File: config.mk
export PLATFORM = sky130hd
export DESIGN_NAME = decimating_average_history_stats_flat
export DESIGN_NICKNAME = d
export VERILOG_FILES = /design/src/hdl/dahs_pkg.sv /design/src/hdl/dahs_stream_if.sv /design/src/hdl/dahs_divider.sv /design/src/hdl/dahs_front.sv /design/src/hdl/dahs_back.sv /design/src/hdl/decimating_average_history_stats.sv /design/src/flat_wrapper.sv
export SDC_FILE = /design/constraint.sdc
export NUM_CORES = 2
export LEC_CHECK = 0
export BUFFER_PORTS_ARGS = -buffer_cell sky130_fd_sc_hd__buf_4
export CORE_UTILIZATION = 44
export DETAILED_ROUTE_END_ITERATION = 7
export GPL_TIMING_DRIVEN = 0
export PLACE_DENSITY_LB_ADDON = 0.15
export SYNTH_ARGS = -nofsm -noshare
export SYNTH_HDL_FRONTEND = slang
export SYNTH_SLANG_ARGS = --single-unit
File: constraint.sdc
create_clock -name clk -period 4.8 [get_ports clk]
set_input_delay 0.48 -clock clk [delete_from_list [all_inputs] [get_ports clk]]
set_output_delay 0.48 -clock clk [all_outputs]
set_load 0.05 [all_outputs]
File: src/hdl/dahs_pkg.sv
package dahs_pkg;

	localparam int SAMPLE_DEPTH_DEF  = 64;
	localparam int HISTORY_DEPTH_DEF = 128;
	localparam int RECENT_COUNT_DEF  = 10;

	localparam int SAMPLE_W = 16;
	localparam int COUNT_W  = 8;
	localparam int TREND_W  = 2;

	typedef enum logic [TREND_W-1:0] {
		TREND_FLAT  = 2'd0,
		TREND_ABOVE = 2'd1,
		TREND_BELOW = 2'd2
	} trend_t;

	typedef struct packed {
		logic signed [SAMPLE_W-1:0] sample;
		logic                       period_elapsed;
	} in_item_t;

	typedef struct packed {
		logic                       pushed;
		logic signed [SAMPLE_W-1:0] decimated_value;
		logic [COUNT_W-1:0]         history_count;
		logic signed [SAMPLE_W-1:0] history_mean;
		logic signed [SAMPLE_W-1:0] history_min;
		logic signed [SAMPLE_W-1:0] history_max;
		logic [SAMPLE_W-1:0]        history_spread;
		logic [TREND_W-1:0]         trend_code;
	} out_item_t;

endpackage

File: src/hdl/dahs_stream_if.sv
interface dahs_stream_if #(
	parameter int W = 1
);
	logic         valid;
	logic         ready;
	logic [W-1:0] data;

	modport source (output valid, output data, input ready);
	modport sink (input valid, input data, output ready);
endinterface

File: src/hdl/dahs_divider.sv
module dahs_divider #(
	parameter int NW = 32,
	parameter int DW = 16
) (
	input  logic                 clk,
	input  logic                 arst_n,
	input  logic                 start,
	input  logic signed [NW-1:0] numer,
	input  logic [DW-1:0]        denom,
	output logic                 done,
	output logic signed [NW-1:0] quot
);
	localparam int CW = $clog2(NW + 1);

	logic [NW-1:0] num_q;
	logic [DW:0]   rem_q;
	logic [DW-1:0] den_q;
	logic          neg_q;
	logic          busy_q;
	logic [CW-1:0] cnt_q;
	logic [DW:0]   trial;
	logic [DW:0]   diff;

	assign trial = {rem_q[DW-1:0], num_q[NW-1]};
	assign diff  = trial - {1'b0, den_q};

	always_ff @(posedge clk or negedge arst_n) begin
		if (!arst_n) begin
			busy_q <= 1'b0;
			done   <= 1'b0;
			cnt_q  <= '0;
		end else begin
			done <= 1'b0;
			if (start) begin
				busy_q <= 1'b1;
				cnt_q  <= CW'(NW);
				neg_q  <= numer[NW-1];
				num_q  <= numer[NW-1] ? NW'(-numer) : numer;
				den_q  <= denom;
				rem_q  <= '0;
			end else if (busy_q) begin
				if (!diff[DW]) begin
					rem_q <= diff;
					num_q <= {num_q[NW-2:0], 1'b1};
				end else begin
					rem_q <= trial;
					num_q <= {num_q[NW-2:0], 1'b0};
				end
				cnt_q <= cnt_q - 1'b1;
				if (cnt_q == CW'(1)) begin
					busy_q <= 1'b0;
					done   <= 1'b1;
				end
			end
		end
	end

	assign quot = neg_q ? -$signed(num_q) : $signed(num_q);
endmodule

File: src/hdl/dahs_front.sv
module dahs_front #(
	parameter int SAMPLE_DEPTH = dahs_pkg::SAMPLE_DEPTH_DEF
) (
	input  logic                                clk,
	input  logic                                arst_n,
	dahs_stream_if.sink                         in_ch,
	output logic                                q_valid,
	input  logic                                q_ready,
	output logic                                q_push,
	output logic signed [dahs_pkg::SAMPLE_W-1:0] q_avg
);
	localparam int AW = (SAMPLE_DEPTH > 1) ? $clog2(SAMPLE_DEPTH) : 1;
	localparam int FW = $clog2(SAMPLE_DEPTH + 1);
	localparam int SW = dahs_pkg::SAMPLE_W + FW + 1;

	typedef enum logic [1:0] {F_IDLE, F_SUM, F_DIV, F_OUT} fstate_t;

	dahs_pkg::in_item_t item;
	logic signed [dahs_pkg::SAMPLE_W-1:0] ring [SAMPLE_DEPTH];
	logic signed [dahs_pkg::SAMPLE_W-1:0] rd_s1;
	fstate_t       state_q;
	logic [AW-1:0] wpos_q;
	logic [FW-1:0] fill_q;
	logic [FW-1:0] idx_q;
	logic          rdv_s1;
	logic signed [SW-1:0] sum_q;
	logic          div_start;
	logic          div_done;
	logic signed [SW-1:0] div_quot;
	logic [FW-1:0] nfill;

	assign item = in_ch.data;
	assign in_ch.ready = (state_q == F_IDLE) && !q_valid;
	assign nfill = (fill_q < FW'(SAMPLE_DEPTH)) ? fill_q + 1'b1 : fill_q;

	always_ff @(posedge clk) begin
		if (in_ch.valid && in_ch.ready)
			ring[wpos_q] <= item.sample;
		rd_s1 <= ring[idx_q[AW-1:0]];
	end

	always_ff @(posedge clk or negedge arst_n) begin
		if (!arst_n) begin
			state_q   <= F_IDLE;
			wpos_q    <= '0;
			fill_q    <= '0;
			idx_q     <= '0;
			rdv_s1    <= 1'b0;
			q_valid   <= 1'b0;
			q_push    <= 1'b0;
			div_start <= 1'b0;
		end else begin
			div_start <= 1'b0;
			if (q_valid && q_ready)
				q_valid <= 1'b0;
			unique case (state_q)
				F_IDLE: begin
					if (in_ch.valid && in_ch.ready) begin
						if (item.period_elapsed) begin
							fill_q  <= nfill;
							idx_q   <= '0;
							sum_q   <= '0;
							rdv_s1  <= 1'b0;
							state_q <= F_SUM;
						end else begin
							fill_q  <= nfill;
							wpos_q  <= (wpos_q == AW'(SAMPLE_DEPTH - 1)) ? '0 : wpos_q + 1'b1;
							q_push  <= 1'b0;
							q_avg   <= '0;
							q_valid <= 1'b1;
						end
					end
				end
				F_SUM: begin
					if (rdv_s1)
						sum_q <= sum_q + SW'(rd_s1);
					if (idx_q < fill_q) begin
						idx_q  <= idx_q + 1'b1;
						rdv_s1 <= 1'b1;
					end else begin
						rdv_s1 <= 1'b0;
						if (!rdv_s1) begin
							div_start <= 1'b1;
							state_q   <= F_DIV;
						end
					end
				end
				F_DIV: begin
					if (div_done) begin
						q_avg   <= div_quot[dahs_pkg::SAMPLE_W-1:0];
						q_push  <= 1'b1;
						q_valid <= 1'b1;
						wpos_q  <= '0;
						fill_q  <= '0;
						state_q <= F_IDLE;
					end
				end
				default: state_q <= F_IDLE;
			endcase
		end
	end

	dahs_divider #(.NW(SW), .DW(FW)) u_div (
		.clk(clk), .arst_n(arst_n), .start(div_start), .numer(sum_q),
		.denom(fill_q), .done(div_done), .quot(div_quot)
	);
endmodule

File: src/hdl/dahs_back.sv
module dahs_back #(
	parameter int HISTORY_DEPTH = dahs_pkg::HISTORY_DEPTH_DEF,
	parameter int RECENT_COUNT  = dahs_pkg::RECENT_COUNT_DEF
) (
	input  logic                                 clk,
	input  logic                                 arst_n,
	input  logic                                 q_valid,
	output logic                                 q_ready,
	input  logic                                 q_push,
	input  logic signed [dahs_pkg::SAMPLE_W-1:0] q_avg,
	dahs_stream_if.source                        out_ch
);
	localparam int SWD = dahs_pkg::SAMPLE_W;
	localparam int AW  = $clog2(HISTORY_DEPTH);
	localparam int FW  = $clog2(HISTORY_DEPTH + 1);
	localparam int TW  = SWD + FW + 1;
	localparam int RW  = SWD + $clog2(RECENT_COUNT + 1) + 1;
	localparam int PW  = TW + FW + 8;

	typedef enum logic [2:0] {B_IDLE, B_SCAN, B_DIV, B_MUL, B_OUT} bstate_t;

	dahs_pkg::out_item_t res;
	logic signed [SWD-1:0] hist [HISTORY_DEPTH];
	logic signed [SWD-1:0] rd_s1;
	bstate_t       state_q;
	logic [AW-1:0] head_q;
	logic [FW-1:0] fill_q;
	logic [FW-1:0] idx_q;
	logic          rdv_s1;
	logic          recv_s1;
	logic          pushed_q;
	logic signed [TW-1:0]  tot_q;
	logic signed [RW-1:0]  rec_q;
	logic signed [SWD-1:0] lo_q, hi_q, mean_q, avg_q;
	logic [dahs_pkg::TREND_W-1:0] trend_q;
	logic signed [PW-1:0]  lhs_q, rhs_q;
	logic          wr_en;
	logic [AW-1:0] wr_addr, rd_addr;
	logic [AW:0]   rd_sum;
	logic          div_start, div_done;
	logic signed [TW-1:0] div_quot;

	assign q_ready = (state_q == B_IDLE) && !out_ch.valid;
	assign wr_en   = q_valid && q_ready && q_push;
	assign wr_addr = (head_q == '0) ? AW'(HISTORY_DEPTH - 1) : head_q - 1'b1;
	assign rd_sum  = {1'b0, head_q} + (AW+1)'(idx_q);
	assign rd_addr = (rd_sum >= (AW+1)'(HISTORY_DEPTH)) ?
		AW'(rd_sum - (AW+1)'(HISTORY_DEPTH)) : AW'(rd_sum);

	always_ff @(posedge clk) begin
		if (wr_en)
			hist[wr_addr] <= q_avg;
		rd_s1 <= hist[rd_addr];
	end

	always_ff @(posedge clk or negedge arst_n) begin
		if (!arst_n) begin
			state_q      <= B_IDLE;
			head_q       <= '0;
			fill_q       <= '0;
			idx_q        <= '0;
			rdv_s1       <= 1'b0;
			recv_s1      <= 1'b0;
			pushed_q     <= 1'b0;
			mean_q       <= '0;
			lo_q         <= '0;
			hi_q         <= '0;
			trend_q      <= dahs_pkg::TREND_FLAT;
			out_ch.valid <= 1'b0;
			div_start    <= 1'b0;
		end else begin
			div_start <= 1'b0;
			if (out_ch.valid && out_ch.ready)
				out_ch.valid <= 1'b0;
			unique case (state_q)
				B_IDLE: begin
					if (q_valid && q_ready) begin
						if (q_push) begin
							avg_q  <= q_avg;
							head_q <= wr_addr;
							if (fill_q < FW'(HISTORY_DEPTH))
								fill_q <= fill_q + 1'b1;
							idx_q   <= '0;
							rdv_s1  <= 1'b0;
							tot_q   <= '0;
							rec_q   <= '0;
							lo_q    <= q_avg;
							hi_q    <= q_avg;
							state_q <= B_SCAN;
						end else begin
							avg_q        <= '0;
							pushed_q     <= 1'b0;
							out_ch.valid <= 1'b1;
						end
					end
				end
				B_SCAN: begin
					if (rdv_s1) begin
						tot_q <= tot_q + TW'(rd_s1);
						if (recv_s1)
							rec_q <= rec_q + RW'(rd_s1);
						if (rd_s1 < lo_q) lo_q <= rd_s1;
						if (rd_s1 > hi_q) hi_q <= rd_s1;
					end
					if (idx_q < fill_q) begin
						recv_s1 <= 32'(idx_q) < RECENT_COUNT;
						idx_q   <= idx_q + 1'b1;
						rdv_s1  <= 1'b1;
					end else begin
						rdv_s1 <= 1'b0;
						if (!rdv_s1) begin
							div_start <= 1'b1;
							state_q   <= B_DIV;
						end
					end
				end
				B_DIV: begin
					if (div_done) begin
						mean_q  <= div_quot[SWD-1:0];
						lhs_q   <= PW'(rec_q) * $signed({1'b0, fill_q});
						rhs_q   <= PW'(tot_q) * PW'(RECENT_COUNT);
						state_q <= B_MUL;
					end
				end
				B_MUL: begin
					if (lhs_q > rhs_q)
						trend_q <= dahs_pkg::TREND_ABOVE;
					else if (lhs_q < rhs_q)
						trend_q <= dahs_pkg::TREND_BELOW;
					else
						trend_q <= dahs_pkg::TREND_FLAT;
					state_q <= B_OUT;
				end
				B_OUT: begin
					pushed_q     <= 1'b1;
					out_ch.valid <= 1'b1;
					state_q      <= B_IDLE;
				end
				default: state_q <= B_IDLE;
			endcase
		end
	end

	assign out_ch.data = res;

	assign res.pushed          = pushed_q;
	assign res.decimated_value = avg_q;
	assign res.history_count   = dahs_pkg::COUNT_W'(fill_q);
	assign res.history_mean    = mean_q;
	assign res.history_min     = lo_q;
	assign res.history_max     = hi_q;
	assign res.history_spread  = hi_q - lo_q;
	assign res.trend_code      = trend_q;

	dahs_divider #(.NW(TW), .DW(FW)) u_div (
		.clk(clk), .arst_n(arst_n), .start(div_start), .numer(tot_q),
		.denom(fill_q), .done(div_done), .quot(div_quot)
	);
endmodule

File: src/hdl/decimating_average_history_stats.sv
// A sample without the period flag passes through the queue valid register and then the
// output valid register. A push is held up by the sequential scans of the sample ring and
// of the history memory and by the bit-serial dividers.
// Throughput: one item at a time in each half; the queue lets the halves overlap.
// Reset: arst_n clears the counters and the history mean, min, max and trend at once;
// the running sums, the decimated value and the memories are not cleared.
module decimating_average_history_stats #(
	parameter int SAMPLE_DEPTH  = dahs_pkg::SAMPLE_DEPTH_DEF,
	parameter int HISTORY_DEPTH = dahs_pkg::HISTORY_DEPTH_DEF,
	parameter int RECENT_COUNT  = dahs_pkg::RECENT_COUNT_DEF
) (
	input logic           clk,
	input logic           arst_n,
	dahs_stream_if.sink   in_ch,
	dahs_stream_if.source out_ch
);
	logic q_valid, q_ready, q_push;
	logic signed [dahs_pkg::SAMPLE_W-1:0] q_avg;

	dahs_front #(.SAMPLE_DEPTH(SAMPLE_DEPTH)) u_front (
		.clk(clk), .arst_n(arst_n), .in_ch(in_ch), .q_valid(q_valid),
		.q_ready(q_ready), .q_push(q_push), .q_avg(q_avg)
	);

	dahs_back #(.HISTORY_DEPTH(HISTORY_DEPTH), .RECENT_COUNT(RECENT_COUNT)) u_back (
		.clk(clk), .arst_n(arst_n), .q_valid(q_valid), .q_ready(q_ready),
		.q_push(q_push), .q_avg(q_avg), .out_ch(out_ch)
	);

	a_spread: assert property (@(posedge clk) disable iff (!arst_n)
		out_ch.valid |-> (out_ch.data[17:2] == 16'(out_ch.data[33:18] - out_ch.data[49:34])))
		else $error("spread mismatch");
	a_nopush: assert property (@(posedge clk) disable iff (!arst_n)
		(out_ch.valid && !out_ch.data[90]) |-> (out_ch.data[89:74] == '0))
		else $error("value without push");
endmodule

File: src/flat_wrapper.sv
// flat-port wrapper written by rule: the top's interface ports become plain ports
module decimating_average_history_stats_flat 
#(
	parameter int SAMPLE_DEPTH  = dahs_pkg::SAMPLE_DEPTH_DEF,
	parameter int HISTORY_DEPTH = dahs_pkg::HISTORY_DEPTH_DEF,
	parameter int RECENT_COUNT  = dahs_pkg::RECENT_COUNT_DEF
)
  (clk, arst_n, in_ch_valid, in_ch_data, in_ch_ready, out_ch_valid, out_ch_data, out_ch_ready);
  dahs_stream_if #(.W($bits(dahs_pkg::in_item_t))) in_ch_i ();
  dahs_stream_if #(.W($bits(dahs_pkg::out_item_t))) out_ch_i ();
  input logic clk;
  input logic arst_n;
  input wire logic [$bits(in_ch_i.valid)-1:0] in_ch_valid;
  input wire logic [$bits(in_ch_i.data)-1:0] in_ch_data;
  output wire logic [$bits(in_ch_i.ready)-1:0] in_ch_ready;
  output wire logic [$bits(out_ch_i.valid)-1:0] out_ch_valid;
  output wire logic [$bits(out_ch_i.data)-1:0] out_ch_data;
  input wire logic [$bits(out_ch_i.ready)-1:0] out_ch_ready;
  assign in_ch_i.valid = in_ch_valid;
  assign in_ch_i.data = in_ch_data;
  assign in_ch_ready = in_ch_i.ready;
  assign out_ch_valid = out_ch_i.valid;
  assign out_ch_data = out_ch_i.data;
  assign out_ch_i.ready = out_ch_ready;
  decimating_average_history_stats #(.SAMPLE_DEPTH(SAMPLE_DEPTH), .HISTORY_DEPTH(HISTORY_DEPTH), .RECENT_COUNT(RECENT_COUNT)) u_core (.clk(clk), .arst_n(arst_n), .in_ch(in_ch_i), .out_ch(out_ch_i));
endmodule
[Word level (Yosys, flattened, before mapping)]
Memories as Yosys holds them, arrays and structs flattened. A register that Yosys moved wholly into a read port is not among the register bits.
Index checks and enable logic that the tools add are counted.
Storage, ports and cells
  RAM bits: 3072
  input bits: 21
  memories: 2
  logic and storage cells: 269
  bits in registers: 387
  output and inout bits: 93
Memories
  u_core.u_back.hist: depth 128, bits a word 16, read ports 1, clocked after memory_dff 1, wr ports 1, RTL line dahs_back.sv:23  | logic signed [SWD-1:0] hist [HISTORY_DEPTH];
  u_core.u_front.ring: depth 64, bits a word 16, read ports 1, clocked after memory_dff 1, wr ports 1, RTL line dahs_front.sv:19  | logic signed [dahs_pkg::SAMPLE_W-1:0] ring [SAMPLE_DEPTH];
Cells by class
  eq/ne operators: 29
  order comparisons: 10
  reductions and logical operators: 42
  mux-type cells: 122
  multipliers: 2
  $add $sub $neg: 20
Operators with widths (number)
  $mux W16: 11
  $mux W25: 6
  $mux W24: 6
  $pmux W16 S2: 3
  $mux W21: 4
  $mux W7: 8
  $pmux W25 S2: 1
  $pmux W24 S2: 1
  $mux W1: 42
  $pmux W21 S2: 1
  $gt A41 B41 Y1: 1
  $lt A41 B41 Y1: 1
  $mux W8: 5
  $reduce_and A5 Y1: 7
  $neg A16 Y16: 2
  $mul A21 B9 Y30: 1
  $mul A25 B4 Y29 const B: 1
  $ne A2 B2 Y1 const B: 14
  $pmux W7 S2: 2
  $add A25 B16 Y25: 1
  $neg A25 Y25: 1
  $add A24 B16 Y24: 1
  $mux W6: 4
  $neg A24 Y24: 1
  45 further kinds: 100

[Logic depth before layout (Yosys ltp)]
  depth after elaboration: 7
  depth in mapped cells: 19
  depth with buffers taken out: 19

[Modules after synthesis]
From an unflattened synthesis, not the netlist that was laid out.
Unflattened totals
  cell total of the unflattened synthesis: 8249
  area total of the unflattened synthesis: 148809.0 µm²
By module, submodules not included
  dahs_back: instances 1, cells each 5543, area an instance 98573.3 µm², sequential area each 67479.7 µm²
  dahs_front: instances 1, cells each 1996, area an instance 43484.2 µm², sequential area each 32921.6 µm²
  dahs_divider at u_core.u_back.u_div: instances 1, cells each 368, area an instance 3490.8 µm², sequential area each 1436.4 µm²
  dahs_divider at u_core.u_front.u_div: instances 1, cells each 342, area an instance 3260.6 µm², sequential area each 1346.3 µm²

[Worst setup path after synthesis]
OpenSTA, ideal clock, no wires.
  kind: register to register
  from: register u_core.u_back.fill_q[0]
  to: register u_core.u_back.lhs_q[26], data pin
  library setup time: 0.195 ns
  data required time: 4.605 ns
  cell stages (with the launch flop): 18
  clock period less this slack: 5.366 ns
  slack: -0.566 ns
  arrival time: 5.171 ns
  cells stage by stage: dfrtp_1 clkbuf_1 nand2_1 fa_1 inv_1 fa_1 fa_1 inv_1 fa_1 inv_1 ha_1 a21o_1 nand2b_1 a41o_1 a211oi_1 o21ai_0 a31o_2 o311ai_0
Between the ends
  longest elaborated chain between the ends: 1
RTL lines
  start, declared: RTL line dahs_back.sv:27  | logic [FW-1:0] fill_q;
  start signal, assigned: RTL line dahs_back.sv:82  | fill_q <= fill_q + 1'b1;
  $mul A21 B9 Y30: RTL line dahs_back.sv:120  | lhs_q <= PW'(rec_q) * $signed({1'b0, fill_q});
  end signal, assigned: RTL line dahs_back.sv:120
  end, declared: RTL line dahs_back.sv:36  | logic signed [PW-1:0] lhs_q, rhs_q;
Every way passes these cells.
A chain may end at the register's enable or synchronous reset.

[Worst setup path after layout]
  from: register u_core.u_back.idx_q[0]
  to: register u_core.u_back.rd_s1[1], read port of u_core.u_back.hist
Between the ends
  longest elaborated chain between the ends: 3
  elaborated cells between the ends (all ways): 4
  classes of those cells: add/sub: 2; order compare: 1; mux: 1
RTL lines
  start, declared: RTL line dahs_back.sv:28  | logic [FW-1:0] idx_q;
  start signal, assigned: RTL line dahs_back.sv:107  | idx_q <= idx_q + 1'b1;
  $add A7 B8 Y8 (*): RTL line dahs_back.sv:46  | assign rd_sum = {1'b0, head_q} + (AW+1)'(idx_q);
  $sub A7 B1 Y7 or $ge A8 B8 Y1 (tied branches): RTL line dahs_back.sv:48, dahs_back.sv:47
  $mux W7 (*): RTL line dahs_back.sv:47  | assign rd_addr = (rd_sum >= (AW+1)'(HISTORY_DEPTH)) ?
  end, declared: RTL line dahs_back.sv:24  | logic signed [SWD-1:0] rd_s1;
Every way passes the cells marked *; elsewhere a longest branch is shown, timed or not.

==> results.sh <==
export IMPL_run_status="finished with violations"
export IMPL_violated_checks="setup timing"
export IMPL_critical_path_required_ps=5600
export IMPL_rsz0062_at_grt="true"
export IMPL_cts_htree_levels=5
export IMPL_grt_start_max_net_pins=79
export IMPL_postPlaceCellArea_sq_um=161000
export IMPL_top_layer="met5"
export IMPL_synthCells=8228
export IMPL_totalWireLength_um=401000
export IMPL_cts_reportedPaths_clkPinSlew_ps=60
export IMPL_mostFrequentLayoutCell="edfxtp_1"
export IMPL_syn_nets=8687
export IMPL_fin_nets=9515
export IMPL_die_height_um=583
export IMPL_drive_gt1_share_pct=25.9
export IMPL_vias=79909
export IMPL_port_buffers=113
export IMPL_syn_avg_cell_area_sq_um=18.0
export IMPL_slew_violations=0
export IMPL_leakagePower_uw=0.0591
export IMPL_pwr_share_clk_pct=24.0
export IMPL_powerDensity_nw_per_um2=679
export IMPL_skew_ps=62.2
export IMPL_finalSetupViolCount=6
export IMPL_synth_cell_types=80
export IMPL_postSynth_asyncResetShare_pct=3.49
export IMPL_synthFlopType="edfxtp_1"
export IMPL_clock_insertion_delay_worst_skew_ps=960
export IMPL_power_share_sequential_pct=30.2
export IMPL_core_area_sq_um=334000
export IMPL_hold_path_class="in2reg"
export IMPL_p_sw_share_pct=39.1
export IMPL_start_util_pct=44.4
export IMPL_groute_usage_overall_pct=23.5
export IMPL_worst_slew_pin_slew_ps=1310
export IMPL_tritoncts_num_buffers=366
export IMPL_mostFrequentLayoutCells="edfxtp_1, mux4_2, clkbuf_16, inv_1, nand2_1"
export IMPL_placement_setup_worst_slack_ps=-2090
export IMPL_remaining_drc_errors=0
export IMPL_io_pins=114
export IMPL_post_route_period_util_pct=101
export IMPL_drt_first_iter_violations=7393
export IMPL_grt_antenna_before_repair=20
export IMPL_worst_path_max_delay_cell="dfrtp_1"
export IMPL_cts_sink_count=3467
export IMPL_critPathKind="reg2reg"
export IMPL_cap_viol_max_count=0
export IMPL_drt_first_pass_iters=5
export IMPL_final_ws_setup_ps=-44.9
export IMPL_grt_pass1_wl_um=576000
export IMPL_worstPathMaxFanout=10
export IMPL_gp_congestion=1.01
export IMPL_cell_internal_pwr_uw=72200
export IMPL_die_w_um=583
export IMPL_syn_to_final_growth_pct=17.7
export IMPL_cts_root_buffer_cell="clkbuf_16"
export IMPL_overflow=0
export IMPL_dpl_hpwl_um=281000
export IMPL_core_rowCount=212
export IMPL_r2r_setup_slack_ps=-40
export IMPL_timing_critical_path_mode_cell="a21oi_1"
export IMPL_critPathLaunchType="flip-flop"
export IMPL_ant_nets=0
export IMPL_die_area_sq_um=340000
export IMPL_cts_tree="built"
export IMPL_critPathMaxStageDelay_ps=530
export IMPL_combinationalPowerShare_pct=45.8
export IMPL_routed_via_density=5.76
export IMPL_fin_area_sq_um=175000
export IMPL_syn_area_sq_um=148000
export IMPL_vdd_ir_drop_max_uv=526
export IMPL_synth_enable_flop_cells=3314
export IMPL_period_minus_slack_ps=4840
export IMPL_postSynthRegisterBits=3467
export IMPL_upper_clock_frequency_limit_mhz=206
export IMPL_synth_seq_area_share_pct=69.5
export IMPL_cp_end_kind="flip-flop"
export IMPL_crit_path_cell_trace="ha_1 -> fa_2 -> xor2_4 -> clkbuf_4 -> clkdlybuf4s15_2 -> clkbuf_2 -> mux2i_1 -> a21oi_1 -> a21oi_1 -> a22oi_1 -> and3_1"
export IMPL_cts_max_path_buffers=4
export IMPL_synth_warning_count=0
export IMPL_wl_met2_um=196000
export IMPL_final_hold_viol_count=0
export IMPL_grt_pass1_vias=81162
export IMPL_switching_power_uw=46500
export IMPL_wire_per_inst_um=28.9
export IMPL_worst_max_slew_margin_expressed_relative_to_the_limit_pct=12.4
export IMPL_crit_arrival_ps=5650
export IMPL_wl_met3_um=27600
export IMPL_routedLengthMet1_um=163000
==> logic make-up after synthesis <==
kind of cell	share of synthesized area (%)
compound gates	4.04
xor+xnor	1.25
fa+ha+maj	4.40
buf+inv	1.89
flops	69.5
mux	14.5
simple gates	4.40
==> metrics by stage <==
stage | setup TNS (ps) | utilization (%) | std cells | hold slack [ps] | power, uW
2_1_floorplan | -27.6 | - | 8228 | 184 | 69500
3_3_place_gp | -2618930 | 46.3 | 12835 | 476 | 88400
3_5_place_dp | -972320 | 48.1 | 13114 | 478 | 89100
4_1_cts | -300 | 52.0 | 13818 | 12.7 | 118000
5_1_grt | -1030 | 52.2 | 13858 | 80.0 | 123000
6_report | -148 | 52.2 | 13864 | 75.2 | 119000
==> power by group through the flow <==
stage / sequential (uW) / combinational, uW / clock, uW
6_report: 35800 / 54300 / 28500
5_1_grt: 35900 / 57400 / 30000
4_1_cts: 35800 / 53600 / 29000
3_5_place_dp: 36500 / 52700 / 0
3_3_place_gp: 36600 / 51800 / 0
2_1_floorplan: 36400 / 33100 / 0
==> synth_stat cells, drive strengths merged (48+ instances only) <==
master,count,area share (%)
edfxtp,3314,67
mux4,845,13
nor2,464,1.2
inv,357,0.90
nand2,337,0.85
ha,298,2.5
a21oi,268,0.90
clkbuf,267,0.68
o21ai,155,0.52
a211oi,145,0.73
mux2i,145,0.98
fa,140,1.9
dfrtp,121,2.0
and2,115,0.48
buf,110,0.31
nor2b,110,0.46
xor2,106,0.63
xnor2,105,0.62
mux2,92,0.70
a21o,77,0.39
o211ai,75,0.38
nor3,71,0.24
nand3,48,0.16
==> worst max-delay path, delay by kind of cell, from the launching register on <==
kind,cells,cell delay [ps]
compound gates,3,960
simple gates,1,300
mux,1,360
flops,1,530
xor+xnor,1,420
fa+ha+maj,2,750
buf+inv,3,1350
==> path summary, 6_finish.rpt <==
check	depth (start not counted)	from	to
max in group asynchronous	3	arst_n	u_core.u_front.u_div.cnt_q[2]
min in group asynchronous	2	arst_n	u_core.u_back.lo_q[15]
min reg2reg	2	u_core.u_back.mean_q[6]	u_core.u_back.mean_q[6]
max reg2reg	11	u_core.u_back.idx_q[0]	u_core.u_back.rd_s1[1]
max	11	u_core.u_back.idx_q[0]	u_core.u_back.rd_s1[1]
min	1	in_ch_data[16]	u_core.u_front.ring[51][15]
==> flip-flops by register name (all words and copies together), names as in the netlist, 21 cells and up <==
| name | flops |
|---|---|
| u_core.u_back.hist | 2048 |
| u_core.u_front.ring | 1024 |
| u_core.u_back.lhs_q | 30 |
| u_core.u_back.rhs_q | 29 |
| u_core.u_back.tot_q | 25 |
| u_core.u_back.u_div.num_q | 25 |
| u_core.u_front.sum_q | 24 |
| u_core.u_front.u_div.num_q | 24 |
| u_core.u_back.rec_q | 21 |
==> routing by layer <==
| metal | GRT usage, % | vias up |
|---|---|---|
| met3 | 3.81 | 600 |
| met1 | 31.6 | 42123 |
| met5 | 0 | - |
| met2 | 38.8 | 2733 |
| met4 | 8.20 | 2 |
| li1 | - | 34451 |
==> cell type report <==
type,instances,area (sq um)
fillers,26513,160000
flip-flops and latches,3467,103000
multi-input cells,4027,43700
clock buffers,478,9930
repair buffers,465,7000
well taps,4494,5620
clock inverters,194,2100
plain buffers,372,1800
inverters,357,1340
diodes,10,25.0
==> repair_timing <==
action                                   CTS  global route
endpoints found under the setup margin  1668           278
buffers inserted                          29            38
pin swaps                                 31            50
resized for setup                        187           151
gates cloned                               1             2
endpoints found under the hold margin     96             0
hold buffers                               4             0
No activity file was read; power rests on OpenSTA's default activity.
